### src/rtl/core/slr_pkg.sv
`timescale 1ns / 1ps
// Shared types and constants for the stopwatch with lap recall.
// No dependencies; imported by every module of the block.
package slr_pkg;

   localparam int unsigned LAP_SLOTS_DEF = 5;
   localparam logic [15:0] TPS_RESET = 16'd1000;

   // one poll: tick and three active-low button levels
   typedef struct packed {
      logic tick;
      logic start_pin;
      logic lap_pin;
      logic recall_pin;
   } req_type;

   // displayed digits plus redraw flag
   typedef struct packed {
      logic [6:0] tens_minutes;
      logic [3:0] minutes_digit;
      logic [2:0] tens_seconds;
      logic [3:0] seconds_digit;
      logic       refresh;
   } rsp_type;

   // count after the poll, handed from the control core to the digit splitter
   typedef struct packed {
      logic [15:0] seconds;
      logic        refresh;
   } count_type;

endpackage

### src/rtl/core/slr_core.sv
`timescale 1ns / 1ps
// Stopwatch control: button edge latches, tick prescaler, seconds counter, lap store.
// Depends on slr_pkg. Produces one registered count per accepted poll.
module slr_core #(
   parameter int unsigned LAP_SLOTS = slr_pkg::LAP_SLOTS_DEF
) (
   input  logic               clock,
   input  logic               reset,
   input  logic               csr_valid,
   output logic               csr_ready,
   input  logic [15:0]        csr_wdata,
   input  logic               req_valid,
   output logic               req_ready,
   input  slr_pkg::req_type   req_data,
   output logic               cnt_valid,
   input  logic               cnt_ready,
   output slr_pkg::count_type cnt_data
);
   import slr_pkg::*;

   localparam int unsigned IdxW  = $clog2(LAP_SLOTS + 1);
   localparam int unsigned AddrW = (LAP_SLOTS > 1) ? $clog2(LAP_SLOTS) : 1;
   localparam logic [IdxW-1:0] SlotsEnd = IdxW'(LAP_SLOTS);
   localparam logic [IdxW-1:0] IdxOne   = IdxW'(1);

   logic [15:0]     tps_ff;
   logic [15:0]     tick_count_ff, tick_count_in;
   logic [15:0]     seconds_ff, seconds_in;
   logic            running_ff, running_in;
   logic [1:0]      press_phase_ff, press_phase_in;
   logic [IdxW-1:0] lap_index_ff, lap_index_in;
   logic [IdxW-1:0] saved_index_ff, saved_index_in;
   logic [2:0]      latch_ff, latch_in;
   logic [15:0]     store_ff [LAP_SLOTS];
   logic            store_we;
   logic [AddrW-1:0] store_waddr;
   logic            refresh_c;
   logic            accept;
   logic            out_valid_ff;
   count_type       out_data_ff;

   logic start_low, lap_low, recall_low;

   assign csr_ready = 1'b1;
   assign req_ready = !out_valid_ff || cnt_ready;
   assign accept    = req_valid && req_ready;
   assign cnt_valid = out_valid_ff;
   assign cnt_data  = out_data_ff;

   assign start_low  = !req_data.start_pin;
   assign lap_low    = !req_data.lap_pin;
   assign recall_low = !req_data.recall_pin;

   always_comb begin
      tick_count_in  = tick_count_ff;
      seconds_in     = seconds_ff;
      running_in     = running_ff;
      press_phase_in = press_phase_ff;
      lap_index_in   = lap_index_ff;
      saved_index_in = saved_index_ff;
      latch_in       = latch_ff;
      store_we       = 1'b0;
      store_waddr    = lap_index_ff[AddrW-1:0];
      refresh_c      = 1'b0;

      // start/stop press toggles running; a stop parks the lap index
      if (start_low && !latch_ff[0]) begin
         tick_count_in  = '0;
         press_phase_in = press_phase_ff + 2'd1;
         if (running_ff) begin
            saved_index_in = lap_index_ff;
            lap_index_in   = '0;
            running_in     = 1'b0;
         end else begin
            running_in = 1'b1;
         end
      end
      latch_in[0] = start_low;

      if (lap_low && !latch_ff[1] && lap_index_in < SlotsEnd) begin
         store_we     = 1'b1;
         store_waddr  = lap_index_in[AddrW-1:0];
         lap_index_in = lap_index_in + IdxOne;
      end
      latch_in[1] = lap_low;

      // prescaler saturates at the threshold
      if (req_data.tick && tick_count_in < tps_ff) begin
         tick_count_in = tick_count_in + 16'd1;
      end
      if (running_in && tick_count_in >= tps_ff) begin
         tick_count_in = '0;
         seconds_in    = seconds_ff + 16'd1;
         refresh_c     = 1'b1;
      end

      // every restart after the first resumes lap numbering
      if (press_phase_in == 2'd3) begin
         lap_index_in   = saved_index_in;
         press_phase_in = 2'd1;
      end

      // recall only while stopped; latch frozen while running.
      // The read slot is never the one written by a lap press in the same poll.
      if (!running_in) begin
         if (recall_low && !latch_ff[2]) begin
            if (lap_index_in < SlotsEnd) begin
               seconds_in   = store_ff[lap_index_in[AddrW-1:0]];
               lap_index_in = lap_index_in + IdxOne;
            end
            refresh_c = 1'b1;
         end
         latch_in[2] = recall_low;
      end
   end

   always_ff @(posedge clock) begin
      if (reset) begin
         tps_ff         <= TPS_RESET;
         tick_count_ff  <= '0;
         seconds_ff     <= '0;
         running_ff     <= 1'b0;
         press_phase_ff <= '0;
         lap_index_ff   <= '0;
         saved_index_ff <= '0;
         latch_ff       <= '0;
         out_valid_ff   <= 1'b0;
         for (int i = 0; i < LAP_SLOTS; i++) begin
            store_ff[i] <= '0;
         end
      end else begin
         if (csr_valid) begin
            tps_ff <= csr_wdata;
         end
         if (accept) begin
            tick_count_ff  <= tick_count_in;
            seconds_ff     <= seconds_in;
            running_ff     <= running_in;
            press_phase_ff <= press_phase_in;
            lap_index_ff   <= lap_index_in;
            saved_index_ff <= saved_index_in;
            latch_ff       <= latch_in;
            if (store_we) begin
               store_ff[store_waddr] <= seconds_ff;
            end
         end
         if (req_ready) begin
            out_valid_ff <= req_valid;
         end
      end
   end

   always_ff @(posedge clock) begin
      if (accept) begin
         out_data_ff.seconds <= seconds_in;
         out_data_ff.refresh <= refresh_c;
      end
   end

endmodule

### src/rtl/core/slr_digits.sv
`timescale 1ns / 1ps
// Three-stage split of the seconds count into m10:m:s10:s digits.
// Depends on slr_pkg. Divisions use reciprocal multiplies, exact over 16-bit counts.
module slr_digits (
   input  logic               clock,
   input  logic               reset,
   input  logic               cnt_valid,
   output logic               cnt_ready,
   input  slr_pkg::count_type cnt_data,
   output logic               rsp_valid,
   input  logic               rsp_ready,
   output slr_pkg::rsp_type   rsp_data
);
   import slr_pkg::*;

   // floor(x/d) = (x * M) >> K for the input ranges used here
   localparam logic [16:0] Recip600 = 17'd111849; // K = 26, x < 2^16
   localparam logic [10:0] Recip60  = 11'd1093;   // K = 16, x < 600
   localparam logic [4:0]  Recip10  = 5'd26;      // K = 8,  x < 60

   logic va_ff, vb_ff, vc_ff;
   logic adv_a, adv_b, adv_c;

   // stage A
   logic [32:0] prod_a;
   logic [6:0]  q600_c;
   logic [15:0] q600_x600;
   logic [15:0] rem600_full;
   logic [6:0]  tm_a_ff;
   logic [9:0]  rem600_a_ff;
   logic        ref_a_ff;

   // stage B
   logic [20:0] prod_b;
   logic [3:0]  m_c;
   logic [9:0]  m_x60;
   logic [9:0]  rem60_full;
   logic [6:0]  tm_b_ff;
   logic [3:0]  m_b_ff;
   logic [5:0]  rem60_b_ff;
   logic        ref_b_ff;

   // stage C
   logic [10:0] prod_c;
   logic [2:0]  s10_c;
   logic [5:0]  s10_x10;
   logic [5:0]  sd_full;
   rsp_type     out_ff;

   assign adv_c     = !vc_ff || rsp_ready;
   assign adv_b     = !vb_ff || adv_c;
   assign adv_a     = !va_ff || adv_b;
   assign cnt_ready = adv_a;
   assign rsp_valid = vc_ff;
   assign rsp_data  = out_ff;

   always_comb begin
      prod_a      = {17'd0, cnt_data.seconds} * {16'd0, Recip600};
      q600_c      = prod_a[32:26];
      // q * 600 as shifts: 512 + 64 + 16 + 8
      q600_x600   = ({9'd0, q600_c} << 9) + ({9'd0, q600_c} << 6)
                  + ({9'd0, q600_c} << 4) + ({9'd0, q600_c} << 3);
      rem600_full = cnt_data.seconds - q600_x600;

      prod_b      = {11'd0, rem600_a_ff} * {10'd0, Recip60};
      m_c         = prod_b[19:16];
      // m * 60 as shifts: 32 + 16 + 8 + 4
      m_x60       = ({6'd0, m_c} << 5) + ({6'd0, m_c} << 4)
                  + ({6'd0, m_c} << 3) + ({6'd0, m_c} << 2);
      rem60_full  = rem600_a_ff - m_x60;

      prod_c      = {5'd0, rem60_b_ff} * {6'd0, Recip10};
      s10_c       = prod_c[10:8];
      s10_x10     = ({3'd0, s10_c} << 3) + ({3'd0, s10_c} << 1);
      sd_full     = rem60_b_ff - s10_x10;
   end

   always_ff @(posedge clock) begin
      if (reset) begin
         va_ff <= 1'b0;
         vb_ff <= 1'b0;
         vc_ff <= 1'b0;
      end else begin
         if (adv_a) begin
            va_ff <= cnt_valid;
         end
         if (adv_b) begin
            vb_ff <= va_ff;
         end
         if (adv_c) begin
            vc_ff <= vb_ff;
         end
      end
   end

   always_ff @(posedge clock) begin
      if (adv_a) begin
         tm_a_ff     <= q600_c;
         rem600_a_ff <= rem600_full[9:0];
         ref_a_ff    <= cnt_data.refresh;
      end
      if (adv_b) begin
         tm_b_ff    <= tm_a_ff;
         m_b_ff     <= m_c;
         rem60_b_ff <= rem60_full[5:0];
         ref_b_ff   <= ref_a_ff;
      end
      if (adv_c) begin
         out_ff.tens_minutes  <= tm_b_ff;
         out_ff.minutes_digit <= m_b_ff;
         out_ff.tens_seconds  <= s10_c;
         out_ff.seconds_digit <= sd_full[3:0];
         out_ff.refresh       <= ref_b_ff;
      end
   end

endmodule

### src/rtl/core/stopwatch_lap_recall.sv
`timescale 1ns / 1ps
// Top level of the seconds stopwatch with lap memory and recall.
// Depends on slr_pkg, slr_core and slr_digits.
//
//   channel  direction  handshake              payload
//   req_     in         req_valid/req_ready    slr_pkg::req_type  (one poll)
//   rsp_     out        rsp_valid/rsp_ready    slr_pkg::rsp_type  (digits + refresh)
//   csr_     in         csr_valid/csr_ready    csr_wdata, ticks per second
//
// One poll accepted per cycle while rsp_ is not stalled; each result passes through
// the control stage, then three digit stages, one reciprocal multiply each.
// The stopwatch state updates at the poll's transfer, so back-to-back polls see it.
// Synchronous active-high reset clears all but data regs; threshold returns to 1000.
// A stall on rsp_ fills the pipeline, then drops req_ready; csr_ready is always high.
module stopwatch_lap_recall #(
   parameter int unsigned LAP_SLOTS = slr_pkg::LAP_SLOTS_DEF
) (
   input  logic             clock,
   input  logic             reset,
   input  logic             csr_valid,
   output logic             csr_ready,
   input  logic [15:0]      csr_wdata,
   input  logic             req_valid,
   output logic             req_ready,
   input  slr_pkg::req_type req_data,
   output logic             rsp_valid,
   input  logic             rsp_ready,
   output slr_pkg::rsp_type rsp_data
);
   import slr_pkg::*;

   logic      cnt_valid;
   logic      cnt_ready;
   count_type cnt_data;

   slr_core #(
      .LAP_SLOTS(LAP_SLOTS)
   ) u_core (
      .clock    (clock),
      .reset    (reset),
      .csr_valid(csr_valid),
      .csr_ready(csr_ready),
      .csr_wdata(csr_wdata),
      .req_valid(req_valid),
      .req_ready(req_ready),
      .req_data (req_data),
      .cnt_valid(cnt_valid),
      .cnt_ready(cnt_ready),
      .cnt_data (cnt_data)
   );

   slr_digits u_digits (
      .clock    (clock),
      .reset    (reset),
      .cnt_valid(cnt_valid),
      .cnt_ready(cnt_ready),
      .cnt_data (cnt_data),
      .rsp_valid(rsp_valid),
      .rsp_ready(rsp_ready),
      .rsp_data (rsp_data)
   );

endmodule
### config.mk
export PLATFORM = sky130hd
export DESIGN_NAME = stopwatch_lap_recall
export DESIGN_NICKNAME = d
export VERILOG_FILES = /design/src/rtl/core/slr_pkg.sv /design/src/rtl/core/slr_core.sv /design/src/rtl/core/slr_digits.sv /design/src/rtl/core/stopwatch_lap_recall.sv
export SDC_FILE = /design/constraint.sdc
export NUM_CORES = 1
export LEC_CHECK = 0
export CORE_MARGIN = 2
export CORE_UTILIZATION = 40
export CTS_CLUSTER_DIAMETER = 80
export DETAILED_ROUTE_END_ITERATION = 7
export DONT_BUFFER_PORTS = 1
export RECOVER_POWER = 100
export SLEW_MARGIN = 20
export SYNTH_ARGS = -nofsm -noshare
export SYNTH_HDL_FRONTEND = slang
export SYNTH_SLANG_ARGS = --single-unit
### constraint.sdc
create_clock -name clock -period 9.8 [get_ports clock]
set_input_delay 0.49 -clock clock [delete_from_list [all_inputs] [get_ports clock]]
set_output_delay 0.49 -clock clock [all_outputs]
set_load 0.02 [all_outputs]
==> results.json <==
{
  "outcome": "finished with violations",
  "violations": "capacitance limit, slew limit",
  "cts_setup_buffers": 0,
  "dr.pass1.iters": 5,
  "pin_count": 47,
  "antenna_found_initial": 0,
  "fmax_ghz": 0.110,
  "grt_pass1_wl_mm": 66.4,
  "async_flop_share_pct": 0,
  "ys_seq_area_share_pct": 34.0,
  "stdcell_count": 2296,
  "layout_min_cycle_time_ps": 9070,
  "hold_path_class": "input pin to flop",
  "area_delta_synth_final_pct": 8.45,
  "cpPeakStageDelay_ps": 550,
  "hold_viol": 0,
  "max-clock-path-buffers": 3,
  "grt_max_degree": 42,
  "tightest_slew_ps": 2160,
  "cts_tree": "done",
  "synth-seq-cells": 225,
  "numCtsBuffers": 28,
  "min_from": "reset",
  "final.setup_skew_ps": 63.7,
  "vias": 12100,
  "die_w_um": 216,
  "worstPathArrival_ps": 9340,
  "crit_family": "adder cells",
  "synth_flop_cell": "edfxtp_1",
  "yosys-top-cells-area": "edfxtp_1 27%, ha_1 17%, fa_1 13%, dfxtp_1 7.1%, inv_1 5.3%",
  "cap_violations": 5,
  "routed_via_density": 5.27,
  "first_iter_violations": 619,
  "rows": 77,
  "avgSynthCellArea_um2": 10.7,
  "first_global_vias": 12600,
  "critical_path_class": "flop to flop",
  "final_common_cell": "inv_1",
  "initial_utilization_pct": 40.5,
  "setup_viol": 0,
  "startpoint": "u_core.cnt_data[15]$_DFFE_PP_",
  "start_kind": "flop",
  "grt_overflow": 0,
  "slew_viol_final": 103,
  "syn_area_um2": 18000,
  "cp_num_buf_inv": 5,
  "antenna_cells": 0,
  "cp.required_ps": 10080,
  "hpwlAfterDp_mm": 30.6,
  "rsz0062_at_grt": "no",
  "core_um2": 44300,
  "root_buffer": "clkbuf_16",
  "cts.sinks": 225,
  "wirelength_mm": 40.6,
  "cp_max_fo": 7,
  "synth_cell_types": 89,
  "detail-route-antenna-nets": 0,
  "portBuffers": 0,
  "synth_top_area_share_pct": 26.9,
  "synth_edf_count": 161,
  "cp_common_cell": "fa_1",
  "rr_startpoint": "u_core.cnt_data[15]$_DFFE_PP_",
  "postPlaceCellArea_um2": 18600,
  "cts.clk_slew.worst_paths_ps": 60,
  "fin_crit_sh_pct": 92.5,
  "final_area_um2": 19500,
  "fp.dieArea_um2": 46600,
  "post-route-drc-count": 0,
  "crit_slowest_cell": "fa_1",
  "post_drt_wl_per_cell_um": 17.7,
  "drive_gt1_share_pct": 4.75,
  "worst_setup_path_end_kind": "flop",
  "final_nets": 2071,
  "yosysWarnings": 0,
  "timing.slew.headroom_pct": -44.1,
  "synth_area_leader_cell": "edfxtp_1",
  "layout_common_cells": "252 x inv_1, 251 x ha_1, 161 x edfxtp_1, 113 x fa_1, 78 x nor2_1",
  "die_h_um": 216,
  "finish.utilization_pct": 44.0,
  "finalSetupTns_ps": 0,
  "finalWeightedCongestion": 0.879,
  "grt.total_usage_pct": 17.8,
  "dp.cells": 2239,
  "h-tree-depth": 1,
  "clock_latency_ps": 590,
  "synth_cells": 1683
}
metal layers:
metal,vias up,GRT usage (%),wire [um]
met5,-,0,0
met4,0,4.73,1020
met3,74,2.64,1790
met2,256,30.8,19700
met1,5921,23.3,18100
li1,5842,-,-
area by class of cell:
cell class              instances  area [um2]
clock buffers                  40         769
clock inverters                12         158
fillers                      4231       24800
inverters                     253         952
multi-input cells            1158       10600
flip-flops and latches        225        6120
well taps                     592         741
repair buffers                 16         113
Yosys cell counts, types with 34 or more instances:
cell type  count
mux2i_1       53
nand3_1       39
o21ai_0       47
clkbuf_1      34
ha_1         251
edfxtp_1     161
a21oi_1       50
nand2_1       64
nor2_1        77
dfxtp_1       64
and2_1        90
inv_1        252
xnor2_1       57
fa_1         113
stage by stage:
stage	hold WS [ps]	setup WS [ps]
global placement	401	955
global route	4.39	199
floorplan	400	1330
CTS	1.77	678
detailed placement	405	762
finish	25.0	735
what timing repair did:
| action | 4_1_cts | 5_1_grt |
|---|---|---|
| setup endpoints to repair | 0 | 0 |
| hold buffers | 5 | 0 |
| resized for setup | 0 | 0 |
| hold endpoints to repair | 29 | 0 |
state kept, by name (all words and copies together), names as in the netlist, 2 cells and up:
name                   cells
u_core.tick_count_ff      16
u_core.tps_ff             16
u_digits.tm_a_ff           7
u_core.press_phase_ff      2
u_digits.rem600_a_ff      10
u_digits.rem60_b_ff        6
u_core.saved_index_ff      3
u_core.cnt_data           17
u_digits.rsp_data         19
u_core.lap_index_ff        3
u_core.store_ff           89
u_core.seconds_ff         16
u_digits.m_b_ff            4
u_digits.tm_b_ff           7
u_core.latch_ff            3
worst reg2reg max path: cells and delay by family, from the launching register on:
kind            cells  cell delay, ps
fa+ha+maj          11            4950
simple gates        2             230
buf+inv             5             270
compound gates      9            1760
flops               1             520
xor+xnor            5            1020
worst paths after layout:
| path | end | depth (start not counted) | slack (ps) |
|---|---|---|---|
| max | u_digits.rem600_a_ff[9]$_DFFE_PP_ | 32 | 730 |
| min reg2reg | u_digits.tm_b_ff[5]$_DFFE_PP_ | 0 | 420 |
| max reg2reg | u_digits.rem600_a_ff[9]$_DFFE_PP_ | 32 | 730 |
| min | u_core.cnt_valid$_SDFFE_PP0N_ | 1 | 20 |
cell families after synthesis:
| family | Yosys count | synth area share, % |
|---|---|---|
| buffers and inverters | 308 | 6.85 |
| adder cells (fa/ha/maj) | 364 | 30.1 |
| flip-flops | 225 | 34.0 |
| XOR/XNOR | 76 | 3.90 |
| AND/OR/NAND/NOR | 383 | 11.3 |
| other | 2 | 0.0418 |
| multiplexers | 66 | 3.83 |
| AO/OA/AOI/OAI | 259 | 9.98 |
Power is left out: the tool's default activity adds up to more than one toggle a clock period on the data nets, which glitch-free logic cannot reach.
